<file path="src/hw/rtl/lkv_pkg.sv">
// Package for the LRU key/value cache: field widths, codes, state and flag types.
`timescale 1ns / 1ps

package lkv_pkg;

  // Default number of cells
  localparam int DEF_ENTRIES = 16;

  // Field widths
  localparam int KEY_W  = 32;
  localparam int VAL_W  = 31;
  localparam int RVAL_W = 32;
  localparam int CAP_W  = 5;

  // Capacity after reset
  localparam logic [CAP_W-1:0] CAP_RESET = 5'd16;

  // Read value returned on a miss and for every set
  localparam logic signed [RVAL_W-1:0] MISS_VALUE = -32'sd1;

  // Action codes
  localparam logic ACT_GET = 1'b0;
  localparam logic ACT_SET = 1'b1;

  // Sequencer states
  typedef enum logic [2:0] {
    ST_IDLE,
    ST_SCAN,
    ST_DECIDE,
    ST_UPDATE,
    ST_DONE
  } state_t;

  // Recency update applied in the write-back sweep
  typedef enum logic {
    UPD_PROMOTE,
    UPD_INSERT
  } upd_mode_t;

  // Per-cell status from the compare unit
  typedef struct packed {
    logic match;
    logic older;
    logic wr_en;
  } cmp_flags_t;

endpackage

</file>
<file path="src/hw/rtl/lkv_if.sv">
// Valid/ready channel interfaces for the request and result beats.
`timescale 1ns / 1ps

interface lkv_in_if import lkv_pkg::*; ();
  logic                    valid;
  logic                    ready;
  logic                    action;
  logic signed [KEY_W-1:0] key;
  logic [VAL_W-1:0]        write_value;

  modport source (output valid, action, key, write_value, input ready);
  modport sink   (input valid, action, key, write_value, output ready);
endinterface

interface lkv_out_if import lkv_pkg::*; ();
  logic                     valid;
  logic                     ready;
  logic                     found;
  logic signed [RVAL_W-1:0] read_value;
  logic                     evicted;
  logic signed [KEY_W-1:0]  evicted_key;

  modport source (output valid, found, read_value, evicted, evicted_key, input ready);
  modport sink   (input valid, found, read_value, evicted, evicted_key, output ready);
endinterface

</file>
<file path="src/hw/rtl/lkv_ram.sv">
// Generic single-write, single-read RAM with registered read data.
`timescale 1ns / 1ps

module lkv_ram #(
  parameter int WIDTH = 8,
  parameter int DEPTH = 16,
  localparam int AW   = (DEPTH > 1) ? $clog2(DEPTH) : 1
) (
  input  logic             clk,
  input  logic             we,
  input  logic [AW-1:0]    waddr,
  input  logic [WIDTH-1:0] wdata,
  input  logic [AW-1:0]    raddr,
  output logic [WIDTH-1:0] rdata
);

  logic [WIDTH-1:0] mem_r [DEPTH];

  // write port and registered read port
  always_ff @(posedge clk) begin
    if (we) begin
      mem_r[waddr] <= wdata;
    end
    rdata <= mem_r[raddr];
  end

endmodule

</file>
<file path="src/hw/rtl/lkv_cmp_unit.sv">
// Shared per-cell compare unit: key match, LRU compare and recency write-back word.
`timescale 1ns / 1ps

module lkv_cmp_unit import lkv_pkg::*; #(
  parameter int RANK_W = 4
) (
  input  logic                    ent_valid,
  input  logic [KEY_W-1:0]        ent_key,
  input  logic [VAL_W-1:0]        ent_val,
  input  logic [RANK_W-1:0]       ent_rank,
  input  logic [KEY_W-1:0]        q_key,
  input  logic [VAL_W-1:0]        q_val,
  input  upd_mode_t               mode,
  input  logic                    is_tgt,
  input  logic [RANK_W-1:0]       old_rank,
  input  logic                    best_f,
  input  logic [RANK_W-1:0]       best_rank,
  output cmp_flags_t              flags,
  output logic [KEY_W+VAL_W+RANK_W-1:0] wr_word
);

  logic age;

  // lookup and least-recent tracking
  assign flags.match = ent_valid && (ent_key == q_key);
  assign flags.older = ent_valid && (!best_f || (ent_rank > best_rank));

  // aging: every valid cell on insert, only the more recent ones on promote
  assign age = ent_valid && ((mode == UPD_INSERT) || (ent_rank < old_rank));
  assign flags.wr_en = is_tgt || age;

  // target cell becomes most recent with the new pair
  always_comb begin
    if (is_tgt) begin
      wr_word = {q_key, q_val, {RANK_W{1'b0}}};
    end else begin
      wr_word = {ent_key, ent_val, ent_rank + RANK_W'(1)};
    end
  end

endmodule

</file>
<file path="src/hw/rtl/lru_key_value_cache.sv">
// Top level of the fully associative LRU key/value cache with its cell sequencer.
`timescale 1ns / 1ps

// Fully associative key/value cache with least-recently-used replacement over
// ENTRIES cells. One request is taken at a time. Cells are held in a single RAM
// (key, value, recency rank) and visited one per cycle through one shared compare
// unit: a get runs one lookup sweep, a decide step and a result load; a set runs
// the lookup sweep, decide, a read-modify-write sweep that ages the ranks and
// writes the new pair, then the result load. The sweep pace is set by the single
// RAM read port, one cell per cycle. The next request is accepted as soon as the
// result sits in the output register, even if it has not been taken. Valid bits
// are flip-flops cleared by reset, so there is no clearing pass. Capacity 0 acts
// as 1 and values above ENTRIES act as ENTRIES; lowering it below the fill level
// evicts one cell per later insert.
module lru_key_value_cache import lkv_pkg::*; #(
  parameter int ENTRIES = DEF_ENTRIES
) (
  input  logic             clk,
  input  logic             rst_n,
  lkv_in_if.sink           in_ch,
  lkv_out_if.source        out_ch,
  input  logic             cfg_we,
  input  logic [CAP_W-1:0] cfg_data
);

  localparam int IDX_W  = (ENTRIES > 1) ? $clog2(ENTRIES) : 1;
  localparam int RANK_W = IDX_W;
  localparam int CNT_W  = $clog2(ENTRIES + 1);
  localparam int EW     = (CNT_W > CAP_W) ? CNT_W : CAP_W;
  localparam int WORD_W = KEY_W + VAL_W + RANK_W;
  localparam logic [IDX_W-1:0] LAST_IDX = IDX_W'(ENTRIES - 1);
  localparam logic [CNT_W-1:0] END_PTR  = CNT_W'(ENTRIES);

  // control state
  state_t             state_r, state_nxt;
  logic [CAP_W-1:0]   cap_r, cap_nxt;
  logic [ENTRIES-1:0] valid_r, valid_nxt;
  logic [CNT_W-1:0]   count_r, count_nxt;
  logic [CNT_W-1:0]   rd_ptr_r, rd_ptr_nxt;
  logic               dq_vld_r, dq_vld_nxt;
  logic               hit_f_r, hit_f_nxt;
  logic               lru_f_r, lru_f_nxt;
  logic               free_f_r, free_f_nxt;
  logic               out_valid_r, out_valid_nxt;

  // payload state
  logic [IDX_W-1:0]   dq_idx_r, dq_idx_nxt;
  logic               q_act_r, q_act_nxt;
  logic [KEY_W-1:0]   q_key_r, q_key_nxt;
  logic [VAL_W-1:0]   q_val_r, q_val_nxt;
  logic [IDX_W-1:0]   hit_idx_r, hit_idx_nxt;
  logic [RANK_W-1:0]  hit_rank_r, hit_rank_nxt;
  logic [VAL_W-1:0]   hit_val_r, hit_val_nxt;
  logic [IDX_W-1:0]   lru_idx_r, lru_idx_nxt;
  logic [RANK_W-1:0]  lru_rank_r, lru_rank_nxt;
  logic [KEY_W-1:0]   lru_key_r, lru_key_nxt;
  logic [IDX_W-1:0]   free_idx_r, free_idx_nxt;
  logic [IDX_W-1:0]   tgt_r, tgt_nxt;
  upd_mode_t          mode_r, mode_nxt;
  logic               res_found_r, res_found_nxt;
  logic [RVAL_W-1:0]  res_rval_r, res_rval_nxt;
  logic               res_ev_r, res_ev_nxt;
  logic [KEY_W-1:0]   res_evkey_r, res_evkey_nxt;
  logic               out_found_r, out_found_nxt;
  logic [RVAL_W-1:0]  out_rval_r, out_rval_nxt;
  logic               out_ev_r, out_ev_nxt;
  logic [KEY_W-1:0]   out_evkey_r, out_evkey_nxt;

  // datapath
  logic               ram_we;
  logic [IDX_W-1:0]   ram_raddr;
  logic [WORD_W-1:0]  ram_rdata;
  logic [WORD_W-1:0]  wr_word;
  logic [KEY_W-1:0]   ent_key;
  logic [VAL_W-1:0]   ent_val;
  logic [RANK_W-1:0]  ent_rank;
  logic               ent_valid;
  cmp_flags_t         flags;
  logic               rd_issue;
  logic               sweep_last;
  logic [EW-1:0]      cap_ext;
  logic [EW-1:0]      eff_cap;
  logic               evict;
  logic [IDX_W-1:0]   ins_idx;

  // cell storage
  lkv_ram #(
    .WIDTH (WORD_W),
    .DEPTH (ENTRIES)
  ) u_cells (
    .clk   (clk),
    .we    (ram_we),
    .waddr (dq_idx_r),
    .wdata (wr_word),
    .raddr (ram_raddr),
    .rdata (ram_rdata)
  );

  // returned cell fields
  assign ent_key   = ram_rdata[WORD_W-1 -: KEY_W];
  assign ent_val   = ram_rdata[RANK_W +: VAL_W];
  assign ent_rank  = ram_rdata[RANK_W-1:0];
  assign ent_valid = valid_r[dq_idx_r];

  // shared compare unit
  lkv_cmp_unit #(
    .RANK_W (RANK_W)
  ) u_cmp (
    .ent_valid (ent_valid),
    .ent_key   (ent_key),
    .ent_val   (ent_val),
    .ent_rank  (ent_rank),
    .q_key     (q_key_r),
    .q_val     (q_val_r),
    .mode      (mode_r),
    .is_tgt    (dq_idx_r == tgt_r),
    .old_rank  (hit_rank_r),
    .best_f    (lru_f_r),
    .best_rank (lru_rank_r),
    .flags     (flags),
    .wr_word   (wr_word)
  );

  // sweep read issue
  assign rd_issue   = ((state_r == ST_SCAN) || (state_r == ST_UPDATE)) && (rd_ptr_r != END_PTR);
  assign ram_raddr  = rd_ptr_r[IDX_W-1:0];
  assign sweep_last = dq_vld_r && (dq_idx_r == LAST_IDX);
  assign ram_we     = (state_r == ST_UPDATE) && dq_vld_r && flags.wr_en;

  // effective capacity, clamped to 1..ENTRIES
  assign cap_ext = EW'(cap_r);
  always_comb begin
    if (cap_r == '0) begin
      eff_cap = EW'(1);
    end else if (cap_ext > EW'(ENTRIES)) begin
      eff_cap = EW'(ENTRIES);
    end else begin
      eff_cap = cap_ext;
    end
  end

  assign evict   = (EW'(count_r) >= eff_cap) && lru_f_r;
  assign ins_idx = evict ? lru_idx_r : free_idx_r;

  // handshake ports
  assign in_ch.ready        = (state_r == ST_IDLE);
  assign out_ch.valid       = out_valid_r;
  assign out_ch.found       = out_found_r;
  assign out_ch.read_value  = out_rval_r;
  assign out_ch.evicted     = out_ev_r;
  assign out_ch.evicted_key = out_evkey_r;

  // sequencer: next state and datapath updates
  always_comb begin
    state_nxt     = state_r;
    cap_nxt       = cfg_we ? cfg_data : cap_r;
    valid_nxt     = valid_r;
    count_nxt     = count_r;
    rd_ptr_nxt    = rd_issue ? rd_ptr_r + CNT_W'(1) : rd_ptr_r;
    dq_vld_nxt    = rd_issue;
    dq_idx_nxt    = rd_ptr_r[IDX_W-1:0];
    hit_f_nxt     = hit_f_r;
    lru_f_nxt     = lru_f_r;
    free_f_nxt    = free_f_r;
    out_valid_nxt = out_valid_r && !out_ch.ready;
    q_act_nxt     = q_act_r;
    q_key_nxt     = q_key_r;
    q_val_nxt     = q_val_r;
    hit_idx_nxt   = hit_idx_r;
    hit_rank_nxt  = hit_rank_r;
    hit_val_nxt   = hit_val_r;
    lru_idx_nxt   = lru_idx_r;
    lru_rank_nxt  = lru_rank_r;
    lru_key_nxt   = lru_key_r;
    free_idx_nxt  = free_idx_r;
    tgt_nxt       = tgt_r;
    mode_nxt      = mode_r;
    res_found_nxt = res_found_r;
    res_rval_nxt  = res_rval_r;
    res_ev_nxt    = res_ev_r;
    res_evkey_nxt = res_evkey_r;
    out_found_nxt = out_found_r;
    out_rval_nxt  = out_rval_r;
    out_ev_nxt    = out_ev_r;
    out_evkey_nxt = out_evkey_r;

    case (state_r)
      ST_IDLE: begin
        if (in_ch.valid) begin
          q_act_nxt  = in_ch.action;
          q_key_nxt  = in_ch.key;
          q_val_nxt  = in_ch.write_value;
          hit_f_nxt  = 1'b0;
          lru_f_nxt  = 1'b0;
          free_f_nxt = 1'b0;
          rd_ptr_nxt = '0;
          state_nxt  = ST_SCAN;
        end
      end

      // lookup sweep: hit, least recent cell, first free cell
      ST_SCAN: begin
        if (dq_vld_r) begin
          if (flags.match && !hit_f_r) begin
            hit_f_nxt    = 1'b1;
            hit_idx_nxt  = dq_idx_r;
            hit_rank_nxt = ent_rank;
            hit_val_nxt  = ent_val;
          end
          if (flags.older) begin
            lru_f_nxt    = 1'b1;
            lru_idx_nxt  = dq_idx_r;
            lru_rank_nxt = ent_rank;
            lru_key_nxt  = ent_key;
          end
          if (!ent_valid && !free_f_r) begin
            free_f_nxt   = 1'b1;
            free_idx_nxt = dq_idx_r;
          end
        end
        if (sweep_last) begin
          state_nxt = ST_DECIDE;
        end
      end

      ST_DECIDE: begin
        res_found_nxt = hit_f_r;
        res_rval_nxt  = MISS_VALUE;
        res_ev_nxt    = 1'b0;
        res_evkey_nxt = '0;
        rd_ptr_nxt    = '0;
        if (q_act_r == ACT_GET) begin
          if (hit_f_r) begin
            res_rval_nxt = {1'b0, hit_val_r};
          end
          state_nxt = ST_DONE;
        end else if (hit_f_r) begin
          // update in place and promote
          tgt_nxt   = hit_idx_r;
          mode_nxt  = UPD_PROMOTE;
          state_nxt = ST_UPDATE;
        end else begin
          // insert, reusing the least recent cell when full
          tgt_nxt            = ins_idx;
          mode_nxt           = UPD_INSERT;
          valid_nxt[ins_idx] = 1'b1;
          if (evict) begin
            res_ev_nxt    = 1'b1;
            res_evkey_nxt = lru_key_r;
          end else begin
            count_nxt = count_r + CNT_W'(1);
          end
          state_nxt = ST_UPDATE;
        end
      end

      // write-back sweep: age ranks, write the target cell
      ST_UPDATE: begin
        if (sweep_last) begin
          state_nxt = ST_DONE;
        end
      end

      ST_DONE: begin
        if (!out_valid_r || out_ch.ready) begin
          out_valid_nxt = 1'b1;
          out_found_nxt = res_found_r;
          out_rval_nxt  = res_rval_r;
          out_ev_nxt    = res_ev_r;
          out_evkey_nxt = res_evkey_r;
          state_nxt     = ST_IDLE;
        end
      end

      default: begin
        state_nxt = ST_IDLE;
      end
    endcase
  end

  // control registers
  always_ff @(posedge clk) begin
    if (!rst_n) begin
      state_r     <= ST_IDLE;
      cap_r       <= CAP_RESET;
      valid_r     <= '0;
      count_r     <= '0;
      rd_ptr_r    <= '0;
      dq_vld_r    <= 1'b0;
      hit_f_r     <= 1'b0;
      lru_f_r     <= 1'b0;
      free_f_r    <= 1'b0;
      out_valid_r <= 1'b0;
    end else begin
      state_r     <= state_nxt;
      cap_r       <= cap_nxt;
      valid_r     <= valid_nxt;
      count_r     <= count_nxt;
      rd_ptr_r    <= rd_ptr_nxt;
      dq_vld_r    <= dq_vld_nxt;
      hit_f_r     <= hit_f_nxt;
      lru_f_r     <= lru_f_nxt;
      free_f_r    <= free_f_nxt;
      out_valid_r <= out_valid_nxt;
    end
  end

  // payload registers
  always_ff @(posedge clk) begin
    dq_idx_r    <= dq_idx_nxt;
    q_act_r     <= q_act_nxt;
    q_key_r     <= q_key_nxt;
    q_val_r     <= q_val_nxt;
    hit_idx_r   <= hit_idx_nxt;
    hit_rank_r  <= hit_rank_nxt;
    hit_val_r   <= hit_val_nxt;
    lru_idx_r   <= lru_idx_nxt;
    lru_rank_r  <= lru_rank_nxt;
    lru_key_r   <= lru_key_nxt;
    free_idx_r  <= free_idx_nxt;
    tgt_r       <= tgt_nxt;
    mode_r      <= mode_nxt;
    res_found_r <= res_found_nxt;
    res_rval_r  <= res_rval_nxt;
    res_ev_r    <= res_ev_nxt;
    res_evkey_r <= res_evkey_nxt;
    out_found_r <= out_found_nxt;
    out_rval_r  <= out_rval_nxt;
    out_ev_r    <= out_ev_nxt;
    out_evkey_r <= out_evkey_nxt;
  end

  // fill count tracks the valid bits
  a_count_matches_valid: assert property (@(posedge clk) disable iff (!rst_n)
    $countones(valid_r) == int'(count_r))
    else $error("fill count differs from number of valid cells");

  // a decision never lowers the fill count
  a_count_no_drop: assert property (@(posedge clk) disable iff (!rst_n)
    (state_r == ST_DECIDE) |=> (count_r >= $past(count_r)))
    else $error("fill count dropped on a request");

  // an eviction only comes from a set that missed
  a_evict_on_miss: assert property (@(posedge clk) disable iff (!rst_n)
    (out_ch.valid && out_ch.evicted) |-> (!out_ch.found && (out_ch.read_value == MISS_VALUE)))
    else $error("eviction reported on a hit or a get");

  // an accepted beat starts a clean lookup sweep
  a_accept_starts_scan: assert property (@(posedge clk) disable iff (!rst_n)
    (in_ch.valid && in_ch.ready) |=> ((state_r == ST_SCAN) && !hit_f_r && !lru_f_r))
    else $error("lookup sweep did not start clean");

endmodule

</file>
<file path="src/flat_wrapper.sv">
// flat-port wrapper written by rule: the top's interface ports become plain ports
module lru_key_value_cache_flat import lkv_pkg::*;
#(
  parameter int ENTRIES = DEF_ENTRIES
)
  (clk, rst_n, cfg_we, cfg_data, in_ch_valid, in_ch_action, in_ch_key, in_ch_write_value, in_ch_ready, out_ch_valid, out_ch_found, out_ch_read_value, out_ch_evicted, out_ch_evicted_key, out_ch_ready);
  lkv_in_if in_ch_i ();
  lkv_out_if out_ch_i ();
  input  logic clk;
  input  logic rst_n;
  input  logic cfg_we;
  input  logic [CAP_W-1:0] cfg_data;
  input wire logic [$bits(in_ch_i.valid)-1:0] in_ch_valid;
  input wire logic [$bits(in_ch_i.action)-1:0] in_ch_action;
  input wire logic [$bits(in_ch_i.key)-1:0] in_ch_key;
  input wire logic [$bits(in_ch_i.write_value)-1:0] in_ch_write_value;
  output wire logic [$bits(in_ch_i.ready)-1:0] in_ch_ready;
  output wire logic [$bits(out_ch_i.valid)-1:0] out_ch_valid;
  output wire logic [$bits(out_ch_i.found)-1:0] out_ch_found;
  output wire logic [$bits(out_ch_i.read_value)-1:0] out_ch_read_value;
  output wire logic [$bits(out_ch_i.evicted)-1:0] out_ch_evicted;
  output wire logic [$bits(out_ch_i.evicted_key)-1:0] out_ch_evicted_key;
  input wire logic [$bits(out_ch_i.ready)-1:0] out_ch_ready;
  assign in_ch_i.valid = in_ch_valid;
  assign in_ch_i.action = in_ch_action;
  assign in_ch_i.key = in_ch_key;
  assign in_ch_i.write_value = in_ch_write_value;
  assign in_ch_ready = in_ch_i.ready;
  assign out_ch_valid = out_ch_i.valid;
  assign out_ch_found = out_ch_i.found;
  assign out_ch_read_value = out_ch_i.read_value;
  assign out_ch_evicted = out_ch_i.evicted;
  assign out_ch_evicted_key = out_ch_i.evicted_key;
  assign out_ch_i.ready = out_ch_ready;
  lru_key_value_cache #(.ENTRIES(ENTRIES)) u_core (.clk(clk), .rst_n(rst_n), .in_ch(in_ch_i), .out_ch(out_ch_i), .cfg_we(cfg_we), .cfg_data(cfg_data));
endmodule
</file>
<file path="config.mk">
export PLATFORM = sky130hd
export DESIGN_NAME = lru_key_value_cache_flat
export DESIGN_NICKNAME = d
export VERILOG_FILES = /design/src/hw/rtl/lkv_pkg.sv /design/src/hw/rtl/lkv_if.sv /design/src/hw/rtl/lkv_ram.sv /design/src/hw/rtl/lkv_cmp_unit.sv /design/src/hw/rtl/lru_key_value_cache.sv /design/src/flat_wrapper.sv
export SDC_FILE = /design/constraint.sdc
export NUM_CORES = 2
export LEC_CHECK = 0
export ABC_AREA = 1
export ABC_CLOCK_PERIOD_IN_PS = 5100
export BUFFER_PORTS_ARGS = -buffer_cell sky130_fd_sc_hd__buf_2
export CORE_AREA = 2 2 302 304
export DETAILED_ROUTE_END_ITERATION = 6
export DIE_AREA = 0 0 304 306
export HOLD_SLACK_MARGIN = 0.05
export PLACE_DENSITY = 0.78
export SLEW_MARGIN = 20
export SYNTH_ARGS = -nofsm -noshare
export SYNTH_HDL_FRONTEND = slang
export SYNTH_SLANG_ARGS = --single-unit
</file>
<file path="constraint.sdc">
create_clock -name clk -period 5.1 [get_ports clk]
set_input_delay 0.255 -clock clk [delete_from_list [all_inputs] [get_ports clk]]
set_output_delay 0.255 -clock clk [all_outputs]
set_load 0.02 [all_outputs]
</file>
==> summary.md <==
| Metric | Value |
|---|---|
| Num rows | `110` |
| Synthesized flop and latch total | `1466` |
| Global-route usage over all layers | `0.2891` |
| # IOs | `142` |
| Register area share after synthesis | `0.7751` |
| Max IR drop VDD | `0.4003 mV` |
| Synthesized cell area | `roughly 55000 sq um` |
| Synth top area cells | `edfxtp_1, o21ai_0, nor2_1, dfxtp_1, nand2_1` |
| Worst slew pin tran | `roughly 1.2 ns` |
| Post-Synthesis Cells | `4151` |
| Top-count cell post-synth | `edfxtp_1` |
| R2r startpoint | `u_core.dq_idx_r[0]` |
| Die ar. | `93020 sq um` |
| Routability cong. | `0.8154` |
| Final net count | `between 4000 and 5000` |
| Worst hold path type | `in2reg` |
| Crit path kind | `reg2reg` |
| Multi-input gate area | `11000 sq um` |
| DRT Pass-1 Iters | `6` |
| Fin. max-slew vios | `0` |
| Die W | `between 300 and 400 um` |
| Final min period | `~3.5 ns` |
| Post-route cell area | `63150 sq um` |
| Max FO, Critical Path | `32` |
| Slew margin rel. | `0.2207` |
| Worst EP arrival | `3.86 ns` |
| Share of Yosys cell area claimed by the top area cell type | `0.7353` |
| Setup TNS | `0 ns` |
| Port Buf Inserts | `141` |
| Remaining DRCs | `0` |
| Number of synthesis warnings | `0` |
| DR iter-0 viols | `5304` |
| Cell taking the most area after synthesis | `edfxtp_1` |
| Vias/cell | `between 6 and 7` |
| Placed cell areas | `57480 sq um` |
| Worst clock skew | `0.04280 ns` |
| FF+latch area | `42930 sq um` |
| Fillcell total | `5378` |
| CP startpoint | `u_core.dq_idx_r[0]` |
| Die Ht | `306 um` |
| LEAKAGE | `21.63 nW` |
| Initial Util | `0.6181` |
| Fmax | `0.2873 GHz` |
| Overall power | `roughly 31 mW` |
| Number of flops mapped to enable cells by yosys | `roughly 1400` |
| Setup repair bufs after CTS | `0` |
| RSZ-0062 raised after global routing | `false` |
| Routed Antenna Nets | `0` |
| Layout Cells excl Fill | `around 5700` |
| CP required | `5.48 ns` |
| # diodes | `0` |
| Crit path capture type | `flip-flop` |
| Core area | `89600 sq um` |
| Max-cap violations | `0` |
| Placed cells | `between 5000 and 6000` |
| Ys flop type | `edfxtp_1` |
| TritonCTS clock tree | `yes` |
| Routed WL per cell | `24.08 um` |
| Vias in the first global route | `34075` |
| Status | `finished, final reports clean` |
| CP Launch Type | `flip-flop` |
| Sink Count | `1466` |
| CTS buffer count | `144` |
| Grt total ovfl | `0` |
| Avg Cell Area, Syn | `13.34 sq um` |
| Clk slew on worst S/H paths | `0.06 ns` |
| Hold Slack | `0.2039 ns` |
| First-pass GRT wire length | `between 200000 and 250000 um` |
| Final Hold Vio Count | `0` |
| Initial antenna violation count | `4` |
| Final WS setup | `approximately 1.6 ns` |
| Final Setup Violations | `0` |
| Hold Crit Start | `in_ch_write_value[27]` |
| Dpl hpwl | `~67000 um` |
| Routed WL | `136400 um` |
| Post-placement worst setup slack | `1.639 ns` |
| Finished Core Util | `0.7049` |
| Period utilisation layout | `0.6825` |
| Clock buffer depth | `3` |
| Share of cells above drive strength 1 | `0.1190` |
| Clk_lat worst skew | `0.77 ns` |
| Pwr dens | `495.5 nW/um^2` |
| H-tree Lvls | `4` |
| Vias | `35323` |
| Synthesized netlist net count | `4241` |
| Area Growth Syn to Fin | `14.04%` |
| Commonest cells post-synth | `edfxtp_1, nor2_1, nand2_1` |
| Largest net degree at the start of global routing | `about 230` |
| Async S/R FF share, synth | `0` |
| Yosys cell types | `between 40 and 50` |
| CTS root buf | `clkbuf_16` |
[state kept, by name, indices dropped and copies added (netlist names), 3 cells and up]
signal,cells
u_core.lru_rank_r,4
u_core.u_cells.mem_r,1072
u_core.hit_rank_r,4
u_core.hit_idx_r,4
u_core.res_evkey_r,32
u_core.hit_val_r,31
u_core.state_r,3
u_core.rd_ptr_r,5
u_core.dq_idx_r,4
u_core.free_idx_r,4
u_core.q_val_r,31
u_core.lru_idx_r,4
u_core.count_r,5
u_core.q_key_r,32
u_core.tgt_r,4
u_core.valid_r,16
u_core.out_ch.evicted_key,32
u_core.res_rval_r,32
u_core.out_ch.read_value,32
u_core.lru_key_r,32
u_core.u_cells.rdata,67
u_core.cap_ext,5
[worst paths after layout]
kind | cells past startpoint | slack (ns) | to
min reg2reg | 0 | 0.42 | u_core.out_ch.evicted_key[24]
max reg2reg | 7 | 1.62 | u_core.u_cells.mem_r[13][44]
min | 2 | 0.20 | u_core.q_val_r[27]
max | 7 | 1.62 | u_core.u_cells.mem_r[13][44]
[placed cells by master, fill, tap and decap left out, drive strengths merged]
master and count:
o21ai 582, nand4 70, nand2 590, nand3 19
nor3b 1, nand3b 1, a211oi 2, ha 16
edfxtp 1356, a31oi 1, clkinv 42, a21oi 31
nor2 657, nor4 1, a21boi 1, clkinvlp 3
bufinv 11, buf 218, o22ai 271, inv 152
or2 31, dfxtp 110, xnor2 9, dlygate4sd3 82
o211ai 2, o2111ai 1, clkbuf 209, nor3 7
a31o 1, or4 1, xor2 8
[cell type report]
cell class                      count  share of cell area
Multi-Input combinational cell   2303              0.1741
Sequential cell                  1466              0.6797
Timing Repair Buffer              300             0.03792
Clock buffer                      209             0.06395
Tap cell                         1176             0.02330
Inverter                          149            0.009173
Clock inverter                     59             0.01177
[routing by layer]
| layer | vias up | global-route usage | part of all wire |
|---|---|---|---|
| met4 | 0 | 0.1287 | 0.039 |
| met2 | 2470 | 0.4534 | 0.47 |
| met5 | - | 0 | 0 |
| met3 | 400 | 0.05896 | 0.12 |
| met1 | 17027 | 0.3977 | 0.37 |
| li1 | 15426 | - | - |
[timing repair]
action	4_1_cts	5_1_grt
resized for setup	0	0
hold buffers	82	0
endpoints found under the hold margin	85	0
endpoints found under the setup margin	0	0
[logic make-up (layout without fill, tap and decap cells)]
group	after synthesis	after routing	synth area share
XOR/XNOR	17	17	0.002689
flip-flops	1466	1466	0.7751
buffers and inverters	382	717	0.02960
AND/OR/NAND/NOR	1378	1378	0.1012
AO/OA/AOI/OAI	892	892	0.08787
adder cells (fa/ha/maj)	16	16	0.003615
[power breakdown]
part,total [mW],leakage [nW],internal (mW),switching (mW)
sequential,15.5,13.1,14.9,0.607
clock,10.6,2.32,6.12,4.50
combinational,5.13,6.26,1.34,3.79
[critical path: stages, from the launching register on]
cell and delay [ns]:
dfxtp_1 0.65, xor2_1 0.14, nor2_1 0.20, nand2_4 0.34
nand2_4 0.24, nand3_2 0.21, nor2_4 0.65, buf_4 0.62
Power figures use the tool's default switching activity.
